--- src/mmrc_pkg.sv ---
// mmrc_pkg: shared types and constants for the meter reply checker
// request and response words, configuration struct, status and register codes
// no dependencies
package mmrc_pkg;

   // input word: one received byte
   typedef struct packed {
      logic [7:0] rx_byte;
      logic       frame_end;
   } req_type;

   // result word: one checked frame
   typedef struct packed {
      logic [1:0]  status;
      logic [15:0] voltage_raw;
      logic [31:0] load_current;
      logic [31:0] real_power;
      logic [31:0] energy_count;
      logic [15:0] frequency_raw;
      logic [15:0] power_factor_raw;
      logic        alarm_active;
   } rsp_type;

   // configuration seen by the frame logic
   typedef struct packed {
      logic [7:0] device_address;
      logic       command_mode;
   } cfg_type;

   // status codes
   localparam logic [1:0] STATUS_OK        = 2'd0;
   localparam logic [1:0] STATUS_EXCEPTION = 2'd1;
   localparam logic [1:0] STATUS_MALFORMED = 2'd2;
   localparam logic [1:0] STATUS_CRC_ERROR = 2'd3;

   // register indexes
   localparam logic REG_DEVICE_ADDRESS = 1'b0;
   localparam logic REG_COMMAND_MODE   = 1'b1;

   // reset values of the registers
   localparam logic [7:0] DEVICE_ADDRESS_RESET = 8'd1;
   localparam logic       COMMAND_MODE_RESET   = 1'b0;

   // command modes
   localparam logic MODE_READ  = 1'b0;
   localparam logic MODE_RESET = 1'b1;

   // frame format
   localparam logic [4:0]  READ_FRAME_LEN  = 5'd25;
   localparam logic [4:0]  RESET_FRAME_LEN = 5'd4;
   localparam logic [4:0]  DATA_FIRST_POS  = 5'd3;
   localparam logic [4:0]  DATA_END_POS    = 5'd23;
   localparam logic [4:0]  EXCEPTION_MIN   = 5'd5;
   localparam logic [7:0]  READ_FUNC       = 8'h04;
   localparam logic [7:0]  RESET_FUNC      = 8'h42;
   localparam logic [7:0]  EXCEPTION_BIT   = 8'h80;
   localparam logic [7:0]  READ_DATA_BYTES = 8'd20;
   localparam int          NUM_WORDS       = 10;
   localparam logic [15:0] CRC_POLY        = 16'hA001;
   localparam logic [15:0] CRC_INIT        = 16'hFFFF;
   localparam logic [15:0] ALARM_WORD      = 16'hFFFF;

endpackage

--- src/mmrc_frame.sv ---
// mmrc_frame: per-byte frame tracking, crc-16 update and frame verdict
// keeps header, crc and data words; depends on mmrc_pkg
module mmrc_frame (
   input  logic              clock,
   input  logic              reset,
   input  mmrc_pkg::cfg_type cfg,
   input  logic              byte_accept,
   input  mmrc_pkg::req_type req_data,
   output logic              result_valid,
   output mmrc_pkg::rsp_type result
);
   import mmrc_pkg::*;

   // reflected crc-16 over one byte, eight shift steps
   function automatic logic [15:0] crc_byte(input logic [15:0] crc, input logic [7:0] b);
      logic [15:0] c;
      c = crc ^ {8'd0, b};
      for (int i = 0; i < 8; i++) begin
         if (c[0]) begin
            c = (c >> 1) ^ CRC_POLY;
         end else begin
            c = c >> 1;
         end
      end
      return c;
   endfunction

   logic [4:0]  byte_position_ff, byte_position_in;
   logic [15:0] running_crc_ff, running_crc_in;
   logic        address_matched_ff, address_matched_in;
   logic [7:0]  function_code_ff, function_code_in;
   logic [7:0]  byte_count_ff, byte_count_in;
   logic [7:0]  pending_high_ff, pending_high_in;
   logic [15:0] words_ff [NUM_WORDS];
   logic [15:0] words_in [NUM_WORDS];

   logic [4:0]  limit;
   logic        in_range;
   logic        in_data;
   logic [4:0]  data_off;
   logic [3:0]  word_idx;
   logic [4:0]  pos_upd;
   logic [15:0] crc_upd;
   logic        addr_upd;
   logic [7:0]  func_upd;
   logic [7:0]  count_upd;
   logic [1:0]  status;
   logic        frame_end;

   assign limit     = (cfg.command_mode == MODE_RESET) ? RESET_FRAME_LEN : READ_FRAME_LEN;
   assign in_range  = byte_position_ff < limit;
   assign in_data   = (byte_position_ff >= DATA_FIRST_POS) && (byte_position_ff < DATA_END_POS);
   assign data_off  = byte_position_ff - DATA_FIRST_POS;
   assign word_idx  = data_off[4:1];
   assign frame_end = byte_accept && req_data.frame_end;

   // fold the byte into header, data words and crc
   always_comb begin
      pos_upd         = byte_position_ff;
      crc_upd         = running_crc_ff;
      addr_upd        = address_matched_ff;
      func_upd        = function_code_ff;
      count_upd       = byte_count_ff;
      pending_high_in = pending_high_ff;
      for (int k = 0; k < NUM_WORDS; k++) begin
         words_in[k] = words_ff[k];
      end
      if (byte_accept && in_range) begin
         if (byte_position_ff == 5'd0) begin
            addr_upd = (req_data.rx_byte == cfg.device_address);
         end else if (byte_position_ff == 5'd1) begin
            func_upd = req_data.rx_byte;
         end else if (byte_position_ff == 5'd2) begin
            count_upd = req_data.rx_byte;
         end
         if (in_data) begin
            if (!data_off[0]) begin
               pending_high_in = req_data.rx_byte;
            end else begin
               words_in[word_idx] = {pending_high_ff, req_data.rx_byte};
            end
         end
         crc_upd = crc_byte(running_crc_ff, req_data.rx_byte);
         pos_upd = byte_position_ff + 5'd1;
      end
   end

   // frame state returns to its start values after the last byte
   always_comb begin
      if (frame_end) begin
         byte_position_in   = 5'd0;
         running_crc_in     = CRC_INIT;
         address_matched_in = 1'b0;
         function_code_in   = 8'd0;
         byte_count_in      = 8'd0;
      end else begin
         byte_position_in   = pos_upd;
         running_crc_in     = crc_upd;
         address_matched_in = addr_upd;
         function_code_in   = func_upd;
         byte_count_in      = count_upd;
      end
   end

   always_ff @(posedge clock) begin
      if (reset) begin
         byte_position_ff   <= 5'd0;
         running_crc_ff     <= CRC_INIT;
         address_matched_ff <= 1'b0;
         function_code_ff   <= 8'd0;
         byte_count_ff      <= 8'd0;
      end else begin
         byte_position_ff   <= byte_position_in;
         running_crc_ff     <= running_crc_in;
         address_matched_ff <= address_matched_in;
         function_code_ff   <= function_code_in;
         byte_count_ff      <= byte_count_in;
      end
   end

   // data words and pending byte need no reset
   always_ff @(posedge clock) begin
      pending_high_ff <= pending_high_in;
      for (int k = 0; k < NUM_WORDS; k++) begin
         words_ff[k] <= words_in[k];
      end
   end

   // frame verdict, exception check first in read mode
   always_comb begin
      if (cfg.command_mode == MODE_READ) begin
         priority if (pos_upd >= EXCEPTION_MIN && addr_upd &&
                      func_upd == (READ_FUNC | EXCEPTION_BIT)) begin
            status = STATUS_EXCEPTION;
         end else if (pos_upd != limit || !addr_upd || func_upd != READ_FUNC ||
                      count_upd != READ_DATA_BYTES) begin
            status = STATUS_MALFORMED;
         end else if (crc_upd != 16'd0) begin
            status = STATUS_CRC_ERROR;
         end else begin
            status = STATUS_OK;
         end
      end else begin
         priority if (pos_upd != limit || !addr_upd || func_upd != RESET_FUNC) begin
            status = STATUS_MALFORMED;
         end else if (crc_upd != 16'd0) begin
            status = STATUS_CRC_ERROR;
         end else begin
            status = STATUS_OK;
         end
      end
   end

   // unpack measurements, zero unless a good read reply
   always_comb begin
      result        = '0;
      result.status = status;
      if (cfg.command_mode == MODE_READ && status == STATUS_OK) begin
         result.voltage_raw      = words_in[0];
         result.load_current     = {words_in[2], words_in[1]};
         result.real_power       = {words_in[4], words_in[3]};
         result.energy_count     = {words_in[6], words_in[5]};
         result.frequency_raw    = words_in[7];
         result.power_factor_raw = words_in[8];
         result.alarm_active     = (words_in[9] == ALARM_WORD);
      end
   end

   assign result_valid = frame_end;

endmodule

--- config.mk ---
export PLATFORM = sky130hd
export DESIGN_NAME = mmrc_frame
export DESIGN_NICKNAME = d
export VERILOG_FILES = /design/src/mmrc_pkg.sv /design/src/mmrc_frame.sv
export SDC_FILE = /design/constraint.sdc
export NUM_CORES = 1
export LEC_CHECK = 0
export ABC_CLOCK_PERIOD_IN_PS = 3000
export BUFFER_PORTS_ARGS = -buffer_cell sky130_fd_sc_hd__buf_2
export CAP_MARGIN = 20
export CORE_MARGIN = 4
export CORE_UTILIZATION = 30
export CTS_BUF_LIST = sky130_fd_sc_hd__clkbuf_4 sky130_fd_sc_hd__clkbuf_8
export DETAILED_ROUTE_END_ITERATION = 8
export GPL_ROUTABILITY_DRIVEN = 0
export GPL_TIMING_DRIVEN = 0
export PLACE_DENSITY = 0.55
export SKIP_LAST_GASP = 1
export SYNTH_ARGS = -nofsm -noshare
export SYNTH_HDL_FRONTEND = slang
export SYNTH_SLANG_ARGS = --single-unit
export TNS_END_PERCENT = 5
--- constraint.sdc ---
create_clock -name clock -period 3 [get_ports clock]
set_clock_uncertainty 0.05 [all_clocks]
set_input_delay 0 -clock clock [delete_from_list [all_inputs] [get_ports clock]]
set_output_delay 0 -clock clock [all_outputs]
set_load 0.05 [all_outputs]
==> impl_metrics.csv, run 1 <==
group,metric,value,unit
detailed_routing,routed_wl,28.40,mm
yosys,yosys_warnings,0,
detailed_routing,wl_per_cell,18.81,microns
cts,cts_tree,"yes",
final_layout,n_antenna_cell,0,
power,power_density,456.9,nW/um^2
die,start_util,0.3068,
placement,io_buffer_count,168,
cts,cts_num_sinks,206,
critical_path,end_kind,"output port",
timing,maxSlewHeadroom,0.3910,
timing,fmax,263.9,MHz
yosys,netlist.area_leader.share,0.4181,
final_layout,drive_gt1_frac,0.5108,
yosys,yosysUniqueCellTypes,61,
detailed_routing,ant_nets,0,
run_status,outcome,"finished, violations left",
cts,path_clk_slew,0.06,ns
die,core_area,30910,sq um
timing,hold_slack,0.01952,ns
timing,slew_viol_final,0,
critical_path,crit_type,"reg -> out",
placement,pre_cts_ws,-1.043,ns
grt,grt_first_pass_wirelength,42.04,mm
critical_path,cp.required,2.95,ns
yosys,ys_top_cells_by_area,"dfxtp_1 (42%), mux2_2 (19%), nor2b_4 (7.3%)",
yosys,synth_edf_count,8,
timing,rsz0062_at_grt,"yes",
placement,dp.cells,1426,
power,ir_worst_vdd,0.2974,mV
timing,post-route-period-util,1.263,
timing,finalSetupViolCount,155,
detailed_routing,drtPass1Iterations,4,
placement,dpl-instance-area,10910,sq um
yosys,synthCells,861,
yosys,syn-num-nets,889,
cts,h-tree-depth,2,
die,pin_count,169,
cts,cts-root-buf,"clkbuf_8",
critical_path,start_kind,"flop",
detailed_routing,drtIter0Drc,339,
cts,numCtsBuffers,36,
critical_path,path_max_fanout,7,
timing,final_hold_viol_count,0,
yosys,ys_ff_latch,206,
timing,finalCriticalPeriod,3.789,ns
hold_path,hold_class,"in -> reg",
grt,antenna_found_initial,0,
final_layout,postLayoutCellArea,12830,sq um
die,die-area,34510,sq um
flow_run,drv_cap,0,
yosys,ys_async_sr_fraction,0,
cts,cts_buffer_depth,3,
final_layout,most-common-layout-cells,"dfxtp_1 (194), mux2_2 (161), buf_4 (77)",
final_layout,num-nets-final,1122,
yosys,syn_area,9482,sq um
run_status,violations,"setup timing",
yosys,seq_area_frac_synth,0.4434,
grt,overflow,0,
timing,worst_slew_pin_slew,0.9135,ns
grt,grt_pass1_vias,7306,
final_layout,final_util,0.4151,
final_layout,area.growth.synth_to_final,35.31,%
placement,dp_hpwl,19.08,mm
die,die_y,185.8,microns
detailed_routing,drc,0,
detailed_routing,vias_per_cell,4.744,
yosys,synth_top_area_cell,"dfxtp_1",
yosys,syn_area_per_cell,11.01,sq um
final_layout,instances_no_fill,1510,
timing,setup_ws,-0.7891,ns
die,rows,64,
yosys,ys.flop_type,"dfxtp_1",
detailed_routing,vias,7163,
critical_path,arrival,3.74,ns
cts,clk_latency,0.53,ns
final_layout,final_common_cell,"dfxtp_1",
power,leakagePower,5.090,nW
power,total_power,5.862,mW
timing,setup_tns,-108.48,ns
grt,grt_max_degree,11,
grt,grt_use_total,0.1573,
die,chipWidth,185.8,microns
## kinds of logic (layout without fill, tap and decap cells)
logic type	after synthesis	in the layout	share of synthesized area
AND/OR/NAND/NOR	305	305	0.2210
adder cells (fa/ha/maj)	7	7	0.009237
AO/OA/AOI/OAI	59	59	0.04447
XOR/XNOR	33	33	0.03563
multiplexers	172	172	0.2028
buffers and inverters	79	332	0.04342
flip-flops	206	206	0.4434
## area by class of cell
type / instances / area (sq um)
Clock buffer: 50 / 625.6
Inverter: 7 / 26.28
Timing Repair Buffer: 196 / 1717
Clock inverter: 8 / 47.55
Sequential cell: 206 / 4214
Multi-Input combinational cell: 576 / 5218
Buffer: 71 / 486.7
Tap cell: 396 / 495.5
Fill cell: 3061 / 18080
## worst max-delay path, cell delays in order (launching register included)
cell and delay, ns:
dfxtp_2 0.33, buf_6 0.12, or3_4 0.34, a221o_2 0.43, or4_4 0.50, a22oi_2 0.16, o2111a_2 0.26, nand4_4 0.19
buf_12 0.23, buf_16 0.16, clkbuf_16 0.17, nor2b_4 0.13, buf_6 0.17
## path summary, 6_finish.rpt
kind | start | slack (ns) | cells after the start | endpoint
max | byte_position_ff[0] | -0.79 | 12 | result[100]
min | byte_accept | 0.02 | 6 | byte_position_ff[2]
max reg2reg | byte_position_ff[0] | -0.14 | 8 | pending_high_ff[3]
min reg2reg | function_code_ff[4] | 0.41 | 2 | function_code_ff[4]
## synthesized netlist by cell type, types with 2 or more instances
cell type,instances
a21oi_1,19
a31oi_1,2
and2_1,2
and3_1,6
buf_12,5
buf_2,15
buf_6,2
clkbuf_1,50
dfxtp_1,198
edfxtp_1,8
ha_1,7
inv_1,7
mux2_2,161
mux2i_1,11
nand2_1,54
nand2b_1,3
nand3_1,10
nand4_1,15
nor2_1,25
nor2b_1,98
nor2b_4,50
nor3_1,15
nor4_1,6
nor4b_1,2
o211ai_1,11
o21ai_0,5
o22ai_1,3
o32ai_1,2
or3_1,4
or4_1,5
xnor2_1,28
xnor3_1,3
## flip-flops by register name, indices dropped and copies added, names as in the netlist
| register | flops |
|---|---|
| byte_position_ff | 5 |
| running_crc_ff | 16 |
| function_code_ff | 8 |
| address_matched_ff | 1 |
| byte_count_ff | 8 |
| words_ff | 160 |
| pending_high_ff | 8 |
## power breakdown
part | leakage [nW] | switching [mW] | total [mW] | internal (mW)
Combinational | 3.06 | 0.271 | 0.513 | 0.242
Clock | 0.355 | 1.14 | 2.49 | 1.34
Sequential | 1.68 | 0.0369 | 2.86 | 2.82
## repair_timing
action | 4_1_cts | 5_1_grt
endpoints found under the setup margin | 263 | 253
gates resized for setup | 217 | 90
gates cloned | 2 | 3
pin swaps | 7 | 7
hold endpoints to repair | 23 | 0
hold buffers | 11 | 0
setup buffers | 7 | 4
## routing by layer
metal | global-route usage | wire length [microns] | vias to the layer above
li1 | - | - | 3423
met1 | 0.2216 | 13510 | 3476
met2 | 0.2474 | 12830 | 232
met3 | 0.03596 | 1683 | 32
met4 | 0.03352 | 377 | 0
met5 | 0 | 0 | -
No activity file was read; power rests on OpenSTA's default activity.
==> run 2, diff against run 1 <==
- ABC_AREA: default -> 1
==> run 2 against run 1 <==
- sequential power increased by 2%
- first-iteration DRC count grew 79%
- flip-flop and latch count did not move
- fmax increased by 3.9%
- the run still ends with setup timing left
- cell count up 48%
- non-clock buffer count increased by 35
- clock-buffer cell count up 15
- register-to-register slack improved by 0.24 ns
- clock power increased by 20%
- global-route usage grew 1.7 points
- core utilization up 0.30 points
- sequential share of layout area shrank 2.7 points
==> impl_metrics.csv, run 2 <==
group,metric,value,unit
run_status,outcome,"finished, violations left",
run_status,violations,"setup timing",
final_layout,num-nets-final,1782,
yosys,ys.flop_type,"dfxtp_1",
grt,grt.met1_usage,0.2263,
die,die-area,36840,sq um
timing,finalSetupViolCount,147,
critical_path,ff2ff_setup_slack,0.10,ns
critical_path,crit_type,"reg -> out",
timing,worst_slew_pin_slew,1.041,ns
cts,h-tree-depth,2,
detailed_routing,routed_wl,32.96,mm
grt,grt_use_total,0.1738,
placement,dp.cells,2104,
grt,grt_first_pass_wirelength,49.85,mm
placement,io_buffer_count,167,
timing,final_hold_viol_count,0,
yosys,syn_area,10150,sq um
yosys,synthCells,1488,
critical_path,crit_start,"byte_position_ff[4]",
power,power_density,472.6,nW/um^2
placement,dpl-instance-area,11560,sq um
grt,grtUsageMet2,0.3017,
timing,setup_ws,-0.6476,ns
critical_path,arrival,3.60,ns
final_layout,final_common_cell,"inv_1",
yosys,ys_ff_latch,206,
power,total_power,6.609,mW
yosys,ys_async_sr_fraction,0,
critical_path,end_kind,"output port",
detailed_routing,drtPass1Iterations,5,
hold_path,whs_path_depth,5,
critical_path,r2r_start,"byte_position_ff[1]",
grt,grt_max_degree,11,
cts,clk_latency,0.53,ns
yosys,synth_edf_count,8,
detailed_routing,vias,9636,
yosys,syn_area_per_cell,6.822,sq um
detailed_routing,drtIter0Drc,607,
yosys,netlist.area_leader.share,0.3905,
die,core_area,33450,sq um
cts,cts_num_sinks,206,
final_layout,instances_no_fill,2232,
detailed_routing,wl_per_cell,14.76,microns
critical_path,start_kind,"flop",
grt,antenna_found_initial,1,
yosys,synth_top_area_cell,"dfxtp_1",
timing,fmax,274.2,MHz
yosys,yosysMostFrequentCell,"inv_1",
detailed_routing,ant_nets,0,
timing,maxSlewHeadroom,0.3063,
timing,finalCriticalPeriod,3.648,ns
cts,cts_tree,"yes",
flow_run,drv_cap,0,
yosys,syn-num-nets,1516,
final_layout,postLayoutCellArea,13980,sq um
power,ir_worst_vdd,0.2626,mV
hold_path,hold_class,"in -> reg",
timing,slew_viol_final,0,
yosys,ys_top_cells_by_area,"dfxtp_1 (39%), inv_1 (14%), nand2_1 (12%)",
timing,post-route-period-util,1.216,
die,start_util,0.3035,
detailed_routing,vias_per_cell,4.317,
power,leakagePower,7.469,nW
die,chipWidth,191.9,microns
final_layout,top_register,"words_ff",
yosys,synthTopCellsByCount,"inv_1 (369), nand2_1 (327), dfxtp_1 (198), o21ai_0 (170), nor2_1 (161)",
final_layout,most-common-layout-cells,"inv_1 (365), nand2_1 (314), dfxtp_1 (193)",
yosys,yosys_warnings,0,
hold_path,min_from,"byte_accept",
grt,grt_pass1_vias,9164,
cts,cts-root-buf,"clkbuf_8",
yosys,seq_area_frac_synth,0.4142,
critical_path,reg2reg_depth,11,
detailed_routing,drc,0,
hold_path,min_to,"function_code_ff[7]",
final_layout,area.growth.synth_to_final,37.75,%
grt,busiest_layer,"met2",
timing,rsz0062_at_grt,"yes",
yosys,yosysUniqueCellTypes,37,
grt,met3_usage,0.02708,
die,pin_count,169,
die,die_y,191.9,microns
cts,numCtsBuffers,39,
critical_path,cp.required,2.95,ns
placement,dp_hpwl,21.93,mm
critical_path,path_max_fanout,7,
final_layout,reg.largest.list,"words_ff x160, running_crc_ff x16",
final_layout,largest_reg_flops,160,
critical_path,reg2reg_to,"words_ff[2][0]",
die,rows,67,
grt,overflow,0,
final_layout,drive_gt1_frac,0.2525,
cts,path_clk_slew,0.06,ns
cts,cts_buffer_depth,3,
-- run 2: cell count changes after synthesis, sizes merged, moves of 11 or more --
cell,previous run,this run
inv,7,375
o21ai,5,181
xor2,1,14
mux2i,11,0
xnor2,29,3
mux2,161,0
nor2,26,217
nand2,54,330
nor2b,148,0
o211ai,11,0
a21oi,19,8
nor3,15,3
nand3,10,50
-- run 2: logic make-up (layout without fill, tap and decap cells) --
family                   count (synthesis)  in the layout  share of synthesized area
AND/OR/NAND/NOR                        616            616                     0.2826
buffers and inverters                  452            746                     0.1823
flip-flops                             206            206                     0.4141
AO/OA/AOI/OAI                          190            190                    0.09762
XOR/XNOR                                17             17                    0.01467
adder cells (fa/ha/maj)                  7              7                   0.008628
other                                    0              2                          0
-- run 2: metrics by stage --
stage / utilization / setup slack [ns] / hold slack [ns] / TNS, ns
floorplan: - / -0.01926 / 0.04887 / -1.760
global placement: 0.3452 / -0.3694 / 0.1437 / -34.40
detailed placement: 0.3457 / -0.3653 / 0.1449 / -36.17
CTS: 0.4056 / -0.5880 / 0.02884 / -75.54
global route: 0.4179 / -0.8245 / 0.08879 / -105.85
finish: 0.4181 / -0.6476 / 0.06379 / -76.71
-- run 2: worst max-delay path by stage --
stage	endpoint	slack, ns	cells after the start
floorplan	result[10]	-0.02	17
finish	result[144]	-0.65	19
CTS	result[30]	-0.59	21
detailed placement	result[64]	-0.37	13
global route	result[9]	-0.82	20
global placement	result[64]	-0.37	11
-- run 2: what timing repair did --
item	4_1_cts	5_1_grt
endpoints found under the setup margin	161	177
gates cloned	5	0
pin swaps	21	18
hold buffers	17	0
resized for setup	199	174
hold endpoints to repair	30	0
setup buffers	30	5
-- run 2: worst max-delay path, stage by stage, from the launching register on --
cell and delay (ns):
dfxtp_4 0.36, ha_4 0.23, a21oi_4 0.21, nand2_4 0.09
nor2_8 0.16, nand3_4 0.12, buf_6 0.16, nand2_2 0.05
o21ai_2 0.06, nor2_1 0.11, nand2_1 0.08, nor2_2 0.12
nand3_2 0.13, nor2_4 0.12, nand4_1 0.15, buf_6 0.18
buf_12 0.15, buf_12 0.14, nor2_1 0.14, buf_2 0.30
-- run 2: power by group --
| group | internal [mW] | switching, mW |
|---|---|---|
| Clock | 1.77 | 1.22 |
| Combinational | 0.251 | 0.460 |
| Sequential | 2.87 | 0.0390 |
-- run 2: area by class of cell --
| type | instances | area [sq um] |
|---|---|---|
| diodes | 2 | 5.005 |
| plain buffers | 77 | 509.2 |
| clock buffers | 65 | 800.8 |
| clock inverters | 4 | 51.30 |
| fillers | 3472 | 19460 |
| inverters | 375 | 1418 |
| multi-input cells | 830 | 4414 |
| flip-flops and latches | 206 | 4218 |
| well taps | 448 | 560.5 |
| repair buffers | 225 | 2007 |
-- run 2: metal layers --
metal  up-vias  wire (microns)
met3        54            1942
li1       4900               -
met5         -               7
met4         2             639
met1      4421           14530
met2       259           15830
